==> src/pia_ports_with_rom_mapping_macros.svh <==
// Assertion macros for the PIA block.
// Expects i_clk and i_rst_n in the scope of each use.
`ifndef PIA_PORTS_WITH_ROM_MAPPING_MACROS_SVH
`define PIA_PORTS_WITH_ROM_MAPPING_MACROS_SVH

// Checked at every rising edge outside reset.
`define PIA_ASSERT(label, prop, msg) \
    label: assert property (@(posedge i_clk) disable iff (!i_rst_n) prop) else $error(msg);

// Checked at every rising edge, reset included.
`define PIA_ASSERT_ALWAYS(label, prop, msg) \
    label: assert property (@(posedge i_clk) prop) else $error(msg);

`endif

==> src/pia_pkg.sv <==
// Package for the PIA block: field widths, register selects, bit masks.
// No dependencies.
`timescale 1ns / 1ps

package pia_pkg;

    localparam int unsigned DATA_W = 8;
    localparam int unsigned SEL_W  = 2;
    localparam int unsigned CTL_W  = 6;
    localparam int unsigned MAP_W  = 3;

    // register selects
    localparam logic [SEL_W-1:0] SEL_PORT_A = 2'd0;
    localparam logic [SEL_W-1:0] SEL_PORT_B = 2'd1;
    localparam logic [SEL_W-1:0] SEL_CTRL_A = 2'd2;
    localparam logic [SEL_W-1:0] SEL_CTRL_B = 2'd3;

    // access kind
    localparam logic MODE_READ  = 1'b0;
    localparam logic MODE_WRITE = 1'b1;

    // control register bit that routes the port address to the data side
    localparam int unsigned CTL_DATA_BIT = 2;

    localparam logic [DATA_W-1:0] PB_KEEP_MASK  = 8'h83;
    localparam logic [DATA_W-1:0] PB_FORCE_ONES = 8'h7c;
    localparam logic [DATA_W-1:0] PB_RESET      = 8'hff;

    // port B bits that drive the memory map
    localparam int unsigned PB_OS_BIT    = 0;
    localparam int unsigned PB_BASIC_BIT = 1;
    localparam int unsigned PB_TEST_BIT  = 7;

    // map_changed bit positions
    localparam int unsigned MAP_OS    = 0;
    localparam int unsigned MAP_BASIC = 1;
    localparam int unsigned MAP_TEST  = 2;

endpackage

==> src/pia_ifs.sv <==
// Valid/ready channel interfaces for bus accesses and their results.
// Depends on pia_pkg.
`timescale 1ns / 1ps

interface pia_req_if
    import pia_pkg::*;
();
    logic              valid;
    logic              ready;
    logic              mode;
    logic [SEL_W-1:0]  reg_sel;
    logic [DATA_W-1:0] write_data;
    logic [DATA_W-1:0] joystick_in;

    modport source (output valid, mode, reg_sel, write_data, joystick_in, input ready);
    modport sink   (input valid, mode, reg_sel, write_data, joystick_in, output ready);
endinterface

interface pia_rsp_if
    import pia_pkg::*;
();
    logic              valid;
    logic              ready;
    logic [DATA_W-1:0] read_data;
    logic              os_rom_on;
    logic              basic_rom_on;
    logic              selftest_rom_on;
    logic [MAP_W-1:0]  map_changed;

    modport source (output valid, read_data, os_rom_on, basic_rom_on, selftest_rom_on,
                    map_changed, input ready);
    modport sink   (input valid, read_data, os_rom_on, basic_rom_on, selftest_rom_on,
                    map_changed, output ready);
endinterface

==> src/pia_ports_with_rom_mapping.sv <==
// Two-port parallel interface with port B driven memory-map enables.
// Depends on pia_pkg, pia_ifs.sv and pia_ports_with_rom_mapping_macros.svh.
//
//  channel  | dir | transfer                      | payload
//  ---------+-----+-------------------------------+----------------------------------------
//  i_req    | in  | one bus access                | mode, reg_sel, write_data, joystick_in
//  o_rsp    | out | one result per access         | read_data, rom enables, map_changed
//
// One access per cycle while i_req.ready is high; each result appears in the cycle after its transfer.
// The only storage in the path is the result register; the register file
// update and the readback are a single level of muxing behind it.
// i_req.ready falls only while a result waits and o_rsp.ready is low, so a
// waiting result never blocks the next access once it is taken.
// Synchronous active-low reset: ports and control cleared, port B = 0xff
// (OS ROM in, BASIC and self-test out), result register empty.
`timescale 1ns / 1ps
`include "pia_ports_with_rom_mapping_macros.svh"

module pia_ports_with_rom_mapping
    import pia_pkg::*;
(
    input  logic   i_clk,
    input  logic   i_rst_n,
    pia_req_if.sink   i_req,
    pia_rsp_if.source o_rsp
);

    // architectural state
    logic [DATA_W-1:0] r_out_reg_a, n_out_reg_a;
    logic [DATA_W-1:0] r_dir_reg_a, n_dir_reg_a;
    logic [DATA_W-1:0] r_dir_reg_b, n_dir_reg_b;
    logic [DATA_W-1:0] r_port_b,    n_port_b;
    logic [CTL_W-1:0]  r_ctrl_a,    n_ctrl_a;
    logic [CTL_W-1:0]  r_ctrl_b,    n_ctrl_b;

    // result register
    logic              r_out_valid;
    logic [DATA_W-1:0] r_read_data, n_read_data;
    logic [MAP_W-1:0]  r_map_chg,   n_map_chg;
    logic              r_os_on, r_basic_on, r_test_on;

    logic              accept;
    logic              is_write;
    logic              pb_data_wr;
    logic [DATA_W-1:0] pb_diff;

    // result slot is free when empty or being drained this cycle
    assign i_req.ready = !r_out_valid || o_rsp.ready;
    assign accept      = i_req.valid && i_req.ready;
    assign is_write    = (i_req.mode == MODE_WRITE);
    assign pb_diff     = r_port_b ^ i_req.write_data;
    // port B data write: the only access that can switch the map
    assign pb_data_wr  = is_write && (i_req.reg_sel == SEL_PORT_B) && r_ctrl_b[CTL_DATA_BIT];

    always_comb begin
        n_out_reg_a = r_out_reg_a;
        n_dir_reg_a = r_dir_reg_a;
        n_dir_reg_b = r_dir_reg_b;
        n_port_b    = r_port_b;
        n_ctrl_a    = r_ctrl_a;
        n_ctrl_b    = r_ctrl_b;
        n_map_chg   = '0;
        n_read_data = '0;

        unique case (i_req.reg_sel)
            SEL_PORT_A: begin
                if (!r_ctrl_a[CTL_DATA_BIT]) begin
                    if (is_write) n_dir_reg_a = i_req.write_data;
                    n_read_data = n_dir_reg_a;
                end else begin
                    if (is_write) n_out_reg_a = i_req.write_data;
                    // input pins pulled by output latch where driven
                    n_read_data = i_req.joystick_in & (n_out_reg_a | ~r_dir_reg_a);
                end
            end
            SEL_PORT_B: begin
                if (!r_ctrl_b[CTL_DATA_BIT]) begin
                    if (is_write) n_dir_reg_b = i_req.write_data;
                    n_read_data = n_dir_reg_b;
                end else begin
                    if (is_write) begin
                        n_map_chg[MAP_OS]    = pb_diff[PB_OS_BIT];
                        n_map_chg[MAP_BASIC] = pb_diff[PB_BASIC_BIT];
                        n_map_chg[MAP_TEST]  = pb_diff[PB_TEST_BIT];
                        n_port_b = (i_req.write_data & PB_KEEP_MASK) | PB_FORCE_ONES;
                    end
                    // direction register not applied on port B reads
                    n_read_data = n_port_b;
                end
            end
            SEL_CTRL_A: begin
                if (is_write) n_ctrl_a = i_req.write_data[CTL_W-1:0];
                n_read_data = {{(DATA_W-CTL_W){1'b0}}, n_ctrl_a};
            end
            SEL_CTRL_B: begin
                if (is_write) n_ctrl_b = i_req.write_data[CTL_W-1:0];
                n_read_data = {{(DATA_W-CTL_W){1'b0}}, n_ctrl_b};
            end
            default: begin
                n_read_data = '0;
            end
        endcase
    end

    // control and state registers
    always_ff @(posedge i_clk) begin
        if (!i_rst_n) begin
            r_out_reg_a <= '0;
            r_dir_reg_a <= '0;
            r_dir_reg_b <= '0;
            r_port_b    <= PB_RESET;
            r_ctrl_a    <= '0;
            r_ctrl_b    <= '0;
            r_out_valid <= 1'b0;
        end else begin
            if (accept) begin
                r_out_reg_a <= n_out_reg_a;
                r_dir_reg_a <= n_dir_reg_a;
                r_dir_reg_b <= n_dir_reg_b;
                r_port_b    <= n_port_b;
                r_ctrl_a    <= n_ctrl_a;
                r_ctrl_b    <= n_ctrl_b;
                r_out_valid <= 1'b1;
            end else if (o_rsp.ready) begin
                r_out_valid <= 1'b0;
            end
        end
    end

    // result payload, loaded with each transfer
    always_ff @(posedge i_clk) begin
        if (accept) begin
            r_read_data <= n_read_data;
            r_map_chg   <= n_map_chg;
            r_os_on     <= n_port_b[PB_OS_BIT];
            r_basic_on  <= !n_port_b[PB_BASIC_BIT];
            r_test_on   <= !n_port_b[PB_TEST_BIT];
        end
    end

    assign o_rsp.valid           = r_out_valid;
    assign o_rsp.read_data       = r_read_data;
    assign o_rsp.os_rom_on       = r_os_on;
    assign o_rsp.basic_rom_on    = r_basic_on;
    assign o_rsp.selftest_rom_on = r_test_on;
    assign o_rsp.map_changed     = r_map_chg;

    // every transfer leaves a result waiting
    `PIA_ASSERT(a_result_follows, accept |=> o_rsp.valid, "transfer produced no result")

    // only a port B data write may report a map change
    `PIA_ASSERT(a_map_chg_src, (accept && !pb_data_wr) |=> (o_rsp.map_changed == '0), "map change without port B data write")

    // port B bits 6..2 are forced high by every data write
    `PIA_ASSERT(a_pb_forced_ones, (r_port_b & PB_FORCE_ONES) == PB_FORCE_ONES, "port B forced bits cleared")

endmodule

==> src/flat_wrapper.sv <==
// flat-port wrapper written by rule: the top's interface ports become plain ports
module pia_ports_with_rom_mapping_flat import pia_pkg::*;
  (i_clk, i_rst_n, i_req_valid, i_req_mode, i_req_reg_sel, i_req_write_data, i_req_joystick_in, i_req_ready, o_rsp_valid, o_rsp_read_data, o_rsp_os_rom_on, o_rsp_basic_rom_on, o_rsp_selftest_rom_on, o_rsp_map_changed, o_rsp_ready);
  pia_req_if i_req_i ();
  pia_rsp_if o_rsp_i ();
  input  logic i_clk;
  input  logic i_rst_n;
  input wire logic [$bits(i_req_i.valid)-1:0] i_req_valid;
  input wire logic [$bits(i_req_i.mode)-1:0] i_req_mode;
  input wire logic [$bits(i_req_i.reg_sel)-1:0] i_req_reg_sel;
  input wire logic [$bits(i_req_i.write_data)-1:0] i_req_write_data;
  input wire logic [$bits(i_req_i.joystick_in)-1:0] i_req_joystick_in;
  output wire logic [$bits(i_req_i.ready)-1:0] i_req_ready;
  output wire logic [$bits(o_rsp_i.valid)-1:0] o_rsp_valid;
  output wire logic [$bits(o_rsp_i.read_data)-1:0] o_rsp_read_data;
  output wire logic [$bits(o_rsp_i.os_rom_on)-1:0] o_rsp_os_rom_on;
  output wire logic [$bits(o_rsp_i.basic_rom_on)-1:0] o_rsp_basic_rom_on;
  output wire logic [$bits(o_rsp_i.selftest_rom_on)-1:0] o_rsp_selftest_rom_on;
  output wire logic [$bits(o_rsp_i.map_changed)-1:0] o_rsp_map_changed;
  input wire logic [$bits(o_rsp_i.ready)-1:0] o_rsp_ready;
  assign i_req_i.valid = i_req_valid;
  assign i_req_i.mode = i_req_mode;
  assign i_req_i.reg_sel = i_req_reg_sel;
  assign i_req_i.write_data = i_req_write_data;
  assign i_req_i.joystick_in = i_req_joystick_in;
  assign i_req_ready = i_req_i.ready;
  assign o_rsp_valid = o_rsp_i.valid;
  assign o_rsp_read_data = o_rsp_i.read_data;
  assign o_rsp_os_rom_on = o_rsp_i.os_rom_on;
  assign o_rsp_basic_rom_on = o_rsp_i.basic_rom_on;
  assign o_rsp_selftest_rom_on = o_rsp_i.selftest_rom_on;
  assign o_rsp_map_changed = o_rsp_i.map_changed;
  assign o_rsp_i.ready = o_rsp_ready;
  pia_ports_with_rom_mapping u_core (.i_clk(i_clk), .i_rst_n(i_rst_n), .i_req(i_req_i), .o_rsp(o_rsp_i));
endmodule
==> config.mk <==
export PLATFORM = sky130hd
export DESIGN_NAME = pia_ports_with_rom_mapping_flat
export DESIGN_NICKNAME = d
export VERILOG_FILES = /design/src/pia_pkg.sv /design/src/pia_ifs.sv /design/src/pia_ports_with_rom_mapping.sv /design/src/flat_wrapper.sv
export VERILOG_INCLUDE_DIRS = /design/src /design/src/src
export SDC_FILE = /design/constraint.sdc
export NUM_CORES = 1
export LEC_CHECK = 0
export BUFFER_PORTS_ARGS = -buffer_cell sky130_fd_sc_hd__buf_4
export CORE_ASPECT_RATIO = 2
export CORE_UTILIZATION = 50
export CTS_CLUSTER_DIAMETER = 80
export DETAILED_ROUTE_END_ITERATION = 10
export PLACE_DENSITY = 0.71
export REMOVE_ABC_BUFFERS = 1
export SYNTH_ARGS = -nofsm -noshare
export SYNTH_HDL_FRONTEND = slang
export SYNTH_SLANG_ARGS = --single-unit
==> constraint.sdc <==
create_clock -name i_clk -period 1.57 [get_ports i_clk]
set_input_delay 0.314 -clock i_clk [delete_from_list [all_inputs] [get_ports i_clk]]
set_output_delay 0.314 -clock i_clk [all_outputs]
set_load 0.03 [all_outputs]
==> results.yml, run 1 <==
run_status:
  status: "finished, final reports clean"
timing:
  post-route-period-util_pct: 92.9
  tightestPinTransition_ns: 0.312
  rsz0062_at_grt: "no"
  relSlewSlack_pct: 79.1
  slew_violations: 0
  hold_viol: 0
  setup_violations: 0
  fin_crit_ns: 1.46
  setup_ws_ns: 0.112
  finClkSkew_ns: 0.00512
  fmax_mhz: 686
clocking:
  cts-root-buf: "clkbuf_16"
  clockBufferDepth: 2
  h-tree-depth: 3
  clkSinkCount: 59
  clkTransAtPathRegs_ns: 0.05
  cts_tree: "done"
  numCtsBuffers: 9
  postCtsSetupRepairBufs: 0
  clk_latency_ns: 0.33
yosys:
  synth_top_area_share_pct: 30.8
  ys.flop_type: "dfxtp_1"
  yosys-top-cells-area: "dfxtp_1 (31%), edfxtp_1 (14%), mux2i_1 (10%), o21ai_0 (6.5%), nand2b_1 (6.0%)"
  syn_inst: 323
  syn_avg_cell_area_um2: 9.07
  ys_types: 38
  netlist_area_mm2: 0.00293
  ys_warn_count: 0
  yosys.area.top_type: "dfxtp_1"
  synth_seq_area_share_pct: 45.1
  synth_edf_count: 14
  yosys_register_bits: 59
  async_flop_share_pct: 0
min_path:
  holdPathEnd: "u_core.r_dir_reg_b[6]"
  hp-start: "i_req_write_data[6]"
  hold_depth: 3
  hold_path.class: "in2reg"
die:
  dieArea_mm2: 0.00619
  ioPinCount: 39
  initial_utilization_pct: 51.7
  die_height_um: 110
  core_mm2: 0.00566
  rows: 39
  die_w_um: 56.1
cells_and_area:
  nets: 398
  stdcell_count: 441
  fillerInstances: 479
  drive_gt1_share_pct: 22.6
  area.growth.synth_to_final_pct: 25.8
  antenna_cells: 0
  final_util_pct: 65.1
setup_path:
  path_class: "reg2out"
  worstPathCellList: "nand2b_2 -> buf_4 -> buf_4"
  end_kind: "primary output"
  required_ns: 1.26
  regToRegSetupSlack_ns: 0.15
  critical_path_peak_fanout: 7
  cp.arrival_ns: 1.14
  reg2reg_depth: 5
  cpMaxStageDelayCell: "dfxtp_1"
  start_kind: "register"
  rr_endpoint: "u_core.o_rsp.read_data[1]"
  slowest_delay_ns: 0.34
  rr_startpoint: "u_core.r_ctrl_b[2]"
  path_common_cell: "buf_4"
flow_run:
  drv_cap: 0
detailed_routing:
  drc_errors: 0
  initialDrtViolationCount: 79
  vias: 2510
  firstDrtPassIters: 5
  wl_per_cell_um: 15.9
  drt_wl_total_mm: 7.01
  ant_nets: 0
  avgViaCountPerCell: 5.69
global_routing:
  grt_usage_pct: 24.6
  grt_pass1_vias: 2299
  grt_pass1_wl_mm: 11.2
  grt_overflow: 0
  grt_max_degree: 34
  grt_antenna_before_repair: 0
pwr:
  p_per_area_mw_per_mm2: 1040
  ir_drop_mv: 1.09
  power_uw: 3840
  p_leak_uw: 0.00154
placed_design:
  portBuffers: 38
  pre_cts_ws_ns: -0.00423
  dpl.hpwl_mm: 4.99
  post-place-cells: 425
  finalWeightedCongestion: 0.831
==> state kept, by name (all words and copies together) (netlist names) <==
name / cells
u_core.r_ctrl_b: 6
u_core.r_ctrl_a: 6
u_core.r_dir_reg_b: 8
u_core.o_rsp.basic_rom_on: 1
u_core.o_rsp.valid: 1
u_core.o_rsp.os_rom_on: 1
u_core.r_out_reg_a: 8
u_core.o_rsp.read_data: 8
u_core.r_dir_reg_a: 8
u_core.o_rsp.map_changed: 3
u_core.r_port_b: 8
u_core.o_rsp.selftest_rom_on: 1
==> cell usage after synthesis (2+ instances only) <==
cell and count:
dfxtp_1 45, o21ai_0 38, mux2i_1 30, nand2b_1 28
nand2_1 24, nand3_1 24, nor2b_1 22, a31oi_1 14
clkbuf_1 14, edfxtp_1 14, a21oi_1 13, inv_1 8
nor2_1 6, a211oi_1 4, buf_2 4, buf_4 4
nand4_1 4, a21boi_0 3, xnor2_1 3, and2_1 2
buf_6 2
==> cells by family (layout without fill, tap and decap cells) <==
| family | after synthesis | count (layout) | synth area share, % |
|---|---|---|---|
| flip-flops | 59 | 59 | 45.1 |
| AO/OA/AOI/OAI | 77 | 77 | 15.0 |
| XOR/XNOR | 3 | 3 | 0.897 |
| buffers and inverters | 34 | 91 | 5.55 |
| multiplexers | 30 | 30 | 10.3 |
| AND/OR/NAND/NOR | 120 | 120 | 23.2 |
==> timing repair <==
action,in CTS,in global routing
hold buffers,0,0
resized for setup,0,1
endpoints found under the setup margin,0,1
==> critical path, delay by kind of cell (launching register included) <==
| kind | cells | cell delay [ns] |
|---|---|---|
| AND/OR/NAND/NOR | 1 | 0.12 |
| buffers and inverters | 2 | 0.36 |
| flip-flops | 1 | 0.34 |
==> how the worst max path moves through the flow <==
stage	from	to	slack, ns	depth (start not counted)
after global routing	u_core.r_ctrl_b[2]	u_core.o_rsp.read_data[1]	0.04	5
final	u_core.o_rsp.valid	i_req_ready	0.11	3
after floorplan	u_core.o_rsp.valid	u_core.r_port_b[7]	-0.23	4
after CTS	u_core.o_rsp.valid	i_req_ready	0.03	3
after detailed placement	o_rsp_ready	u_core.r_ctrl_b[4]	-0.004	5
after global placement	o_rsp_ready	u_core.r_ctrl_b[4]	0.05	5
==> layout by cell type, fill, tap and decap left out, types with 2 or more instances in the layout <==
| cell type | instances |
|---|---|
| and2_1 | 2 |
| a31oi_1 | 14 |
| dfxtp_1 | 45 |
| nand3_1 | 24 |
| nand2_1 | 24 |
| clkbuf_1 | 3 |
| mux2i_1 | 30 |
| edfxtp_1 | 14 |
| xnor2_1 | 3 |
| inv_1 | 8 |
| nand2b_1 | 27 |
| buf_12 | 3 |
| a211oi_1 | 4 |
| a21oi_1 | 13 |
| clkbuf_16 | 9 |
| nand4_1 | 4 |
| buf_4 | 63 |
| clkinv_2 | 2 |
| clkbuf_8 | 2 |
| nor2b_1 | 22 |
| a21boi_0 | 3 |
| o21ai_0 | 38 |
| nor2_1 | 6 |
==> metal layers <==
layer | part of all wire (%) | GRT usage [%] | vias up
met5 | 0 | 0 | -
met4 | 4.5 | 16.4 | 0
met3 | 3.5 | 5.72 | 24
met2 | 52 | 42.7 | 55
met1 | 40 | 26.3 | 1179
li1 | - | - | 1252
==> power by group <==
group | leakage [uW] | switching, uW | internal [uW]
clock network | 0.000137 | 632 | 1150
logic | 0.000898 | 249 | 194
registers | 0.000501 | 17.1 | 1600
==> stage by stage <==
stage | setup TNS, ns | hold WS, ns | area [um^2]
after CTS | 0 | 0.259 | 3680
final | 0 | 0.267 | 3690
after global placement | 0 | 0.418 | 3410
after global routing | 0 | 0.296 | 3690
after floorplan | -8.10 | 0.376 | 2800
after detailed placement | -0.00423 | 0.424 | 3410
==> final cells by class <==
type | count | area (um^2) | share of cell area, %
clock buffer | 14 | 264 | 7.16
clock inverter | 2 | 10.0 | 0.272
inverter | 9 | 33.8 | 0.916
multi-input combinational | 230 | 1450 | 39.3
sequential | 59 | 1320 | 35.8
tap | 61 | 76.3 | 2.07
timing repair buffer | 66 | 533 | 14.5
Note: power is estimated with default switching activity, not from simulation.
==> inputs of run 2 (changes only) <==
RECOVER_POWER = 50   (was default)
==> run 2 against run 1 <==
Compared with the run above:
- non-clock buffer count did not move
- via count decreased by 1.0%
- critical path type unchanged
- count of clock-buffer cells in the layout stayed put
==> results.yml, run 2 (synthesis gave the netlist of run 1 again) <==
timing:
  rsz0062_at_grt: "no"
  relSlewSlack_pct: 70.5
  setup_tns_ns: 0
  fmax_mhz: 670
  slew_violations: 0
  hold_viol: 0
  hold_slack_ns: 0.269
  post-route-period-util_pct: 95.1
  fin_crit_ns: 1.49
  finClkSkew_ns: 0.00536
  tightestPinTransition_ns: 0.442
  setup_violations: 0
clocking:
  clkSinkCount: 59
  h-tree-depth: 3
  ctsResizeCount: 0
  clk_latency_ns: 0.33
  clockBufferDepth: 2
  cts_tree: "done"
  postCtsSetupRepairBufs: 0
  clkTransAtPathRegs_ns: 0.05
  ctsHoldBuffers: 0
  numCtsBuffers: 9
  cts-root-buf: "clkbuf_16"
die:
  die_height_um: 110
  core_mm2: 0.00566
  dieArea_mm2: 0.00619
  ioPinCount: 39
  initial_utilization_pct: 51.7
  rows: 39
  die_w_um: 56.1
run_status:
  status: "finished, final reports clean"
setup_path:
  start_kind: "register"
  path_class: "reg2out"
  cp.arrival_ns: 1.18
  rr_startpoint: "u_core.o_rsp.valid"
  rr_endpoint: "u_core.o_rsp.read_data[6]"
  worst-path-buf-inv: 2
  regToRegSetupSlack_ns: 0.09
  crit_path_end: "i_req_ready"
  cpMaxStageDelayCell: "dfxtp_1"
  cp-startpoint: "u_core.o_rsp.valid"
  worstPathCellList: "nand2b_2 -> clkbuf_2 -> buf_4"
  reg2reg_depth: 3
  end_kind: "primary output"
  slowest_delay_ns: 0.31
  cp_top_family: "buffers and inverters"
  crit_cells: 3
  required_ns: 1.26
  critical_path_peak_fanout: 7
pwr:
  p_seq_share_pct: 42.5
  p_int_uw: 2920
  p_switching_uw: 894
  power_uw: 3810
  switching_share_pct: 23.5
  comb_power_share_pct: 10.9
  ir_drop_mv: 1.08
  p_clk_share_pct: 46.6
  p_per_area_mw_per_mm2: 1060
  p_leak_uw: 0.00146
global_routing:
  grt_pass1_wl_mm: 11.2
  grt_antenna_before_repair: 0
  grt_pass1_vias: 2299
  grt_usage_pct: 24.6
  grt_overflow: 0
  grt_max_degree: 34
min_path:
  hold_path.class: "in2reg"
cells_and_area:
  area.growth.synth_to_final_pct: 22.8
  final_cell_mix: "dfxtp_1 (45), buf_4 (42), o21ai_0 (38)"
  final_common_cell: "dfxtp_1"
  nets: 398
  drive_gt1_share_pct: 18.2
  final_util_pct: 63.6
  antenna_cells: 0
  stdcell_count: 441
detailed_routing:
  vias: 2485
  firstDrtPassIters: 5
  wl_per_cell_um: 15.8
  avgViaCountPerCell: 5.63
  initialDrtViolationCount: 84
  drc_errors: 0
  drt_wl_total_mm: 6.99
  ant_nets: 0
placed_design:
  finalWeightedCongestion: 0.831
  dpl.hpwl_mm: 4.99
  post-place-cells: 425
  portBuffers: 38
flow_run:
  drv_cap: 0
run 2: cell types whose count changed in the layout (fill, tap and decap cells not counted):
| cell | previous run | this run |
|---|---|---|
| buf_4 | 63 | 42 |
| clkbuf_1 | 3 | 20 |
| clkbuf_2 | 0 | 5 |
| and2_0 | 0 | 1 |
| and2_1 | 2 | 1 |
| buf_12 | 3 | 2 |
run 2: worst min-delay path by stage:
| stage | start | endpoint | slack (ns) | depth (start not counted) |
|---|---|---|---|---|
| floorplan | i_rst_n | u_core.r_port_b[0] | 0.38 | 1 |
| CTS | i_req_write_data[6] | u_core.r_dir_reg_b[6] | 0.26 | 3 |
| global route | i_req_valid | u_core.o_rsp.valid | 0.30 | 3 |
| finish | i_req_write_data[6] | u_core.r_dir_reg_b[6] | 0.27 | 3 |
| global placement | u_core.r_port_b[5] | u_core.r_port_b[5] | 0.42 | 1 |
| detailed placement | u_core.r_port_b[4] | u_core.r_port_b[4] | 0.42 | 1 |
run 2: cell type report:
| type | count | area [um^2] |
|---|---|---|
| flip-flops and latches | 59 | 1320 |
| well taps | 61 | 76.3 |
| repair buffers | 66 | 444 |
| inverters | 9 | 33.8 |
| clock buffers | 14 | 264 |
| clock inverters | 2 | 10.0 |
| multi-input cells | 230 | 1450 |
| fillers | 499 | 2060 |
run 2: metrics by stage:
step                      worst slack (ns)  instance area, um^2
final                               0.0769                 3600
after global routing                0.0359                 3600
after CTS                           0.0271                 3680
after detailed placement          -0.00423                 3410
after global placement              0.0461                 3410
after floorplan                     -0.226                 2800
run 2: routing by layer:
| layer | vias to the layer above | global-route usage, % | routed length, um |
|---|---|---|---|
| met3 | 25 | 5.72 | 286 |
| met1 | 1148 | 26.3 | 2730 |
| met5 | - | 0 | 0 |
| met2 | 59 | 42.7 | 3660 |
| li1 | 1253 | - | - |
| met4 | 0 | 16.4 | 314 |
run 2: worst reg2reg max path: stages (launching register included):
cell and delay [ns]:
dfxtp_1 0.31, nand2b_2 0.13, and2_0 0.42, clkbuf_2 0.30
run 2: power by group through the flow:
stage	Clock [uW]	Sequential (uW)	Combinational, uW
final	1780	1620	417
after global routing	1880	1620	450
after CTS	1830	1620	443
after detailed placement	0	1650	441
after global placement	0	1650	437
after floorplan	0	1700	153
==> inputs of run 3 (changes only) <==
CORE_UTILIZATION = 40   (was 50)
PLACE_DENSITY = default   (was 0.71)
SLEW_MARGIN = 5   (was default)
clock period = 1.45 ns   (was 1.57 ns; I/O delays follow)
==> run 3 against run 2 <==
Compared with the run above:
- cell area is 5.2% higher
- critical path depth is 2 higher
- non-clock buffer count is 15 higher
- final cell count is 10% higher
- setup slack worse by 0.025 ns
==> results.yml, run 3 (synthesis gave the netlist of run 1 again) <==
min_path:
  hold_depth: 3
  hold_path.class: "in2reg"
clocking:
  clkSinkCount: 59
  postCtsSetupRepairBufs: 0
  cts_tree: "done"
  h-tree-depth: 3
  clockBufferDepth: 2
  numCtsBuffers: 9
  clk_latency_ns: 0.33
  clkTransAtPathRegs_ns: 0.05
  cts-root-buf: "clkbuf_16"
timing:
  tightestPinTransition_ns: 0.380
  relSlewSlack_pct: 74.7
  post-route-period-util_pct: 96.4
  fmax_mhz: 715
  fin_crit_ns: 1.40
  setup_violations: 0
  finClkSkew_ns: 0.00452
  hold_slack_ns: 0.246
  slew_violations: 0
  rsz0062_at_grt: "yes"
  hold_viol: 0
setup_path:
  end_kind: "register"
  critical_path_peak_fanout: 5
  regToRegSetupSlack_ns: 0.05
  reg2reg_depth: 5
  path_class: "reg2reg"
  start_kind: "register"
  cp.arrival_ns: 1.47
  required_ns: 1.52
flow_run:
  drv_cap: 0
detailed_routing:
  vias: 2513
  firstDrtPassIters: 4
  wl_per_cell_um: 15.0
  drt_wl_total_mm: 7.25
  ant_nets: 0
  drc_errors: 0
  initialDrtViolationCount: 89
  avgViaCountPerCell: 5.18
placed_design:
  finalWeightedCongestion: 0.847
  dpl.hpwl_mm: 5.47
  portBuffers: 38
  placed_area_mm2: 0.00356
  post-place-cells: 469
global_routing:
  grt_usage_pct: 20.8
  grt_overflow: 0
  grt_antenna_before_repair: 0
  grt_pass1_wl_mm: 11.9
  grt_pass1_vias: 2463
  grt_max_degree: 38
die:
  rows: 43
  die_height_um: 123
  ioPinCount: 39
  die_w_um: 62.5
  core_mm2: 0.00699
  dieArea_mm2: 0.00769
  initial_utilization_pct: 41.9
pwr:
  ir_drop_mv: 0.782
  p_leak_uw: 0.00155
  p_per_area_mw_per_mm2: 1100
cells_and_area:
  design_area_mm2: 0.00378
  nets: 413
  antenna_cells: 0
  final_cell_mix: "buf_4 (61), dfxtp_1 (44), o21ai_0 (38)"
  stdcell_count: 485
  drive_gt1_share_pct: 21.8
  fillerInstances: 674
  final_common_cell: "buf_4"
  multi_input_area_mm2: 0.00145
  area.sequential_mm2: 0.00132
  area.growth.synth_to_final_pct: 29.2
run_status:
  status: "finished, final reports clean"
## run 3: cell count changes in the layout (fill, tap and decap cells not counted), sizes merged
cell,delta
clkbuf,-7
clkinv,+1
buf,+21
## run 3: area by class of cell
cell class	count	share of cell area, %
multi-input combinational	230	38.4
tap	90	2.98
inverter	9	0.893
timing repair buffer	81	15.6
clock buffer	13	6.88
sequential	59	35.0
clock inverter	3	0.331
## run 3: final timing paths
| path | end | from |
|---|---|---|
| setup / recovery | u_core.o_rsp.read_data[2] | u_core.r_ctrl_b[2] |
| hold / removal | u_core.r_dir_reg_b[6] | i_req_write_data[6] |
| setup reg to reg | u_core.o_rsp.read_data[2] | u_core.r_ctrl_b[2] |
| hold reg to reg | u_core.r_port_b[2] | u_core.r_port_b[2] |
## run 3: report_power, final
group | internal, uW | leakage (uW) | switching [uW]
clock network | 1230 | 0.000135 | 680
logic | 205 | 0.000915 | 277
registers | 1730 | 0.000501 | 16.4
## run 3: through the flow
step	setup slack, ns	total power (uW)	setup TNS (ns)	util (%)
2_1_floorplan	-0.346	2000	-14.77	-
3_3_place_gp	-0.166	2280	-1.58	50.9
3_5_place_dp	-0.132	2290	-1.45	50.9
4_1_cts	0.0339	4200	0	54.8
5_1_grt	-0.00517	4310	-0.00517	54.1
6_report	0.0521	4140	0	54.1
## run 3: routing by layer
layer | wire length [um] | global-route usage, % | share of wire (%) | vias to the layer above
li1 | - | - | - | 1279
met1 | 2880 | 22.1 | 40 | 1159
met2 | 3860 | 37.0 | 53 | 55
met3 | 262 | 5.07 | 3.6 | 20
met4 | 251 | 11.8 | 3.5 | 0
met5 | 0 | 0 | 0 | -
## run 3: critical path: stages, from the launching register on
cell and delay, ns:
dfxtp_2 0.33, buf_4 0.15, or2_2 0.30, o221ai_2 0.14
a32o_1 0.14, a21oi_1 0.08
## run 3: what timing repair did
item,in CTS,in global routing
hold buffers,0,0
gates resized for setup,0,3
endpoints found under the setup margin,0,4
hold endpoints to repair,0,0
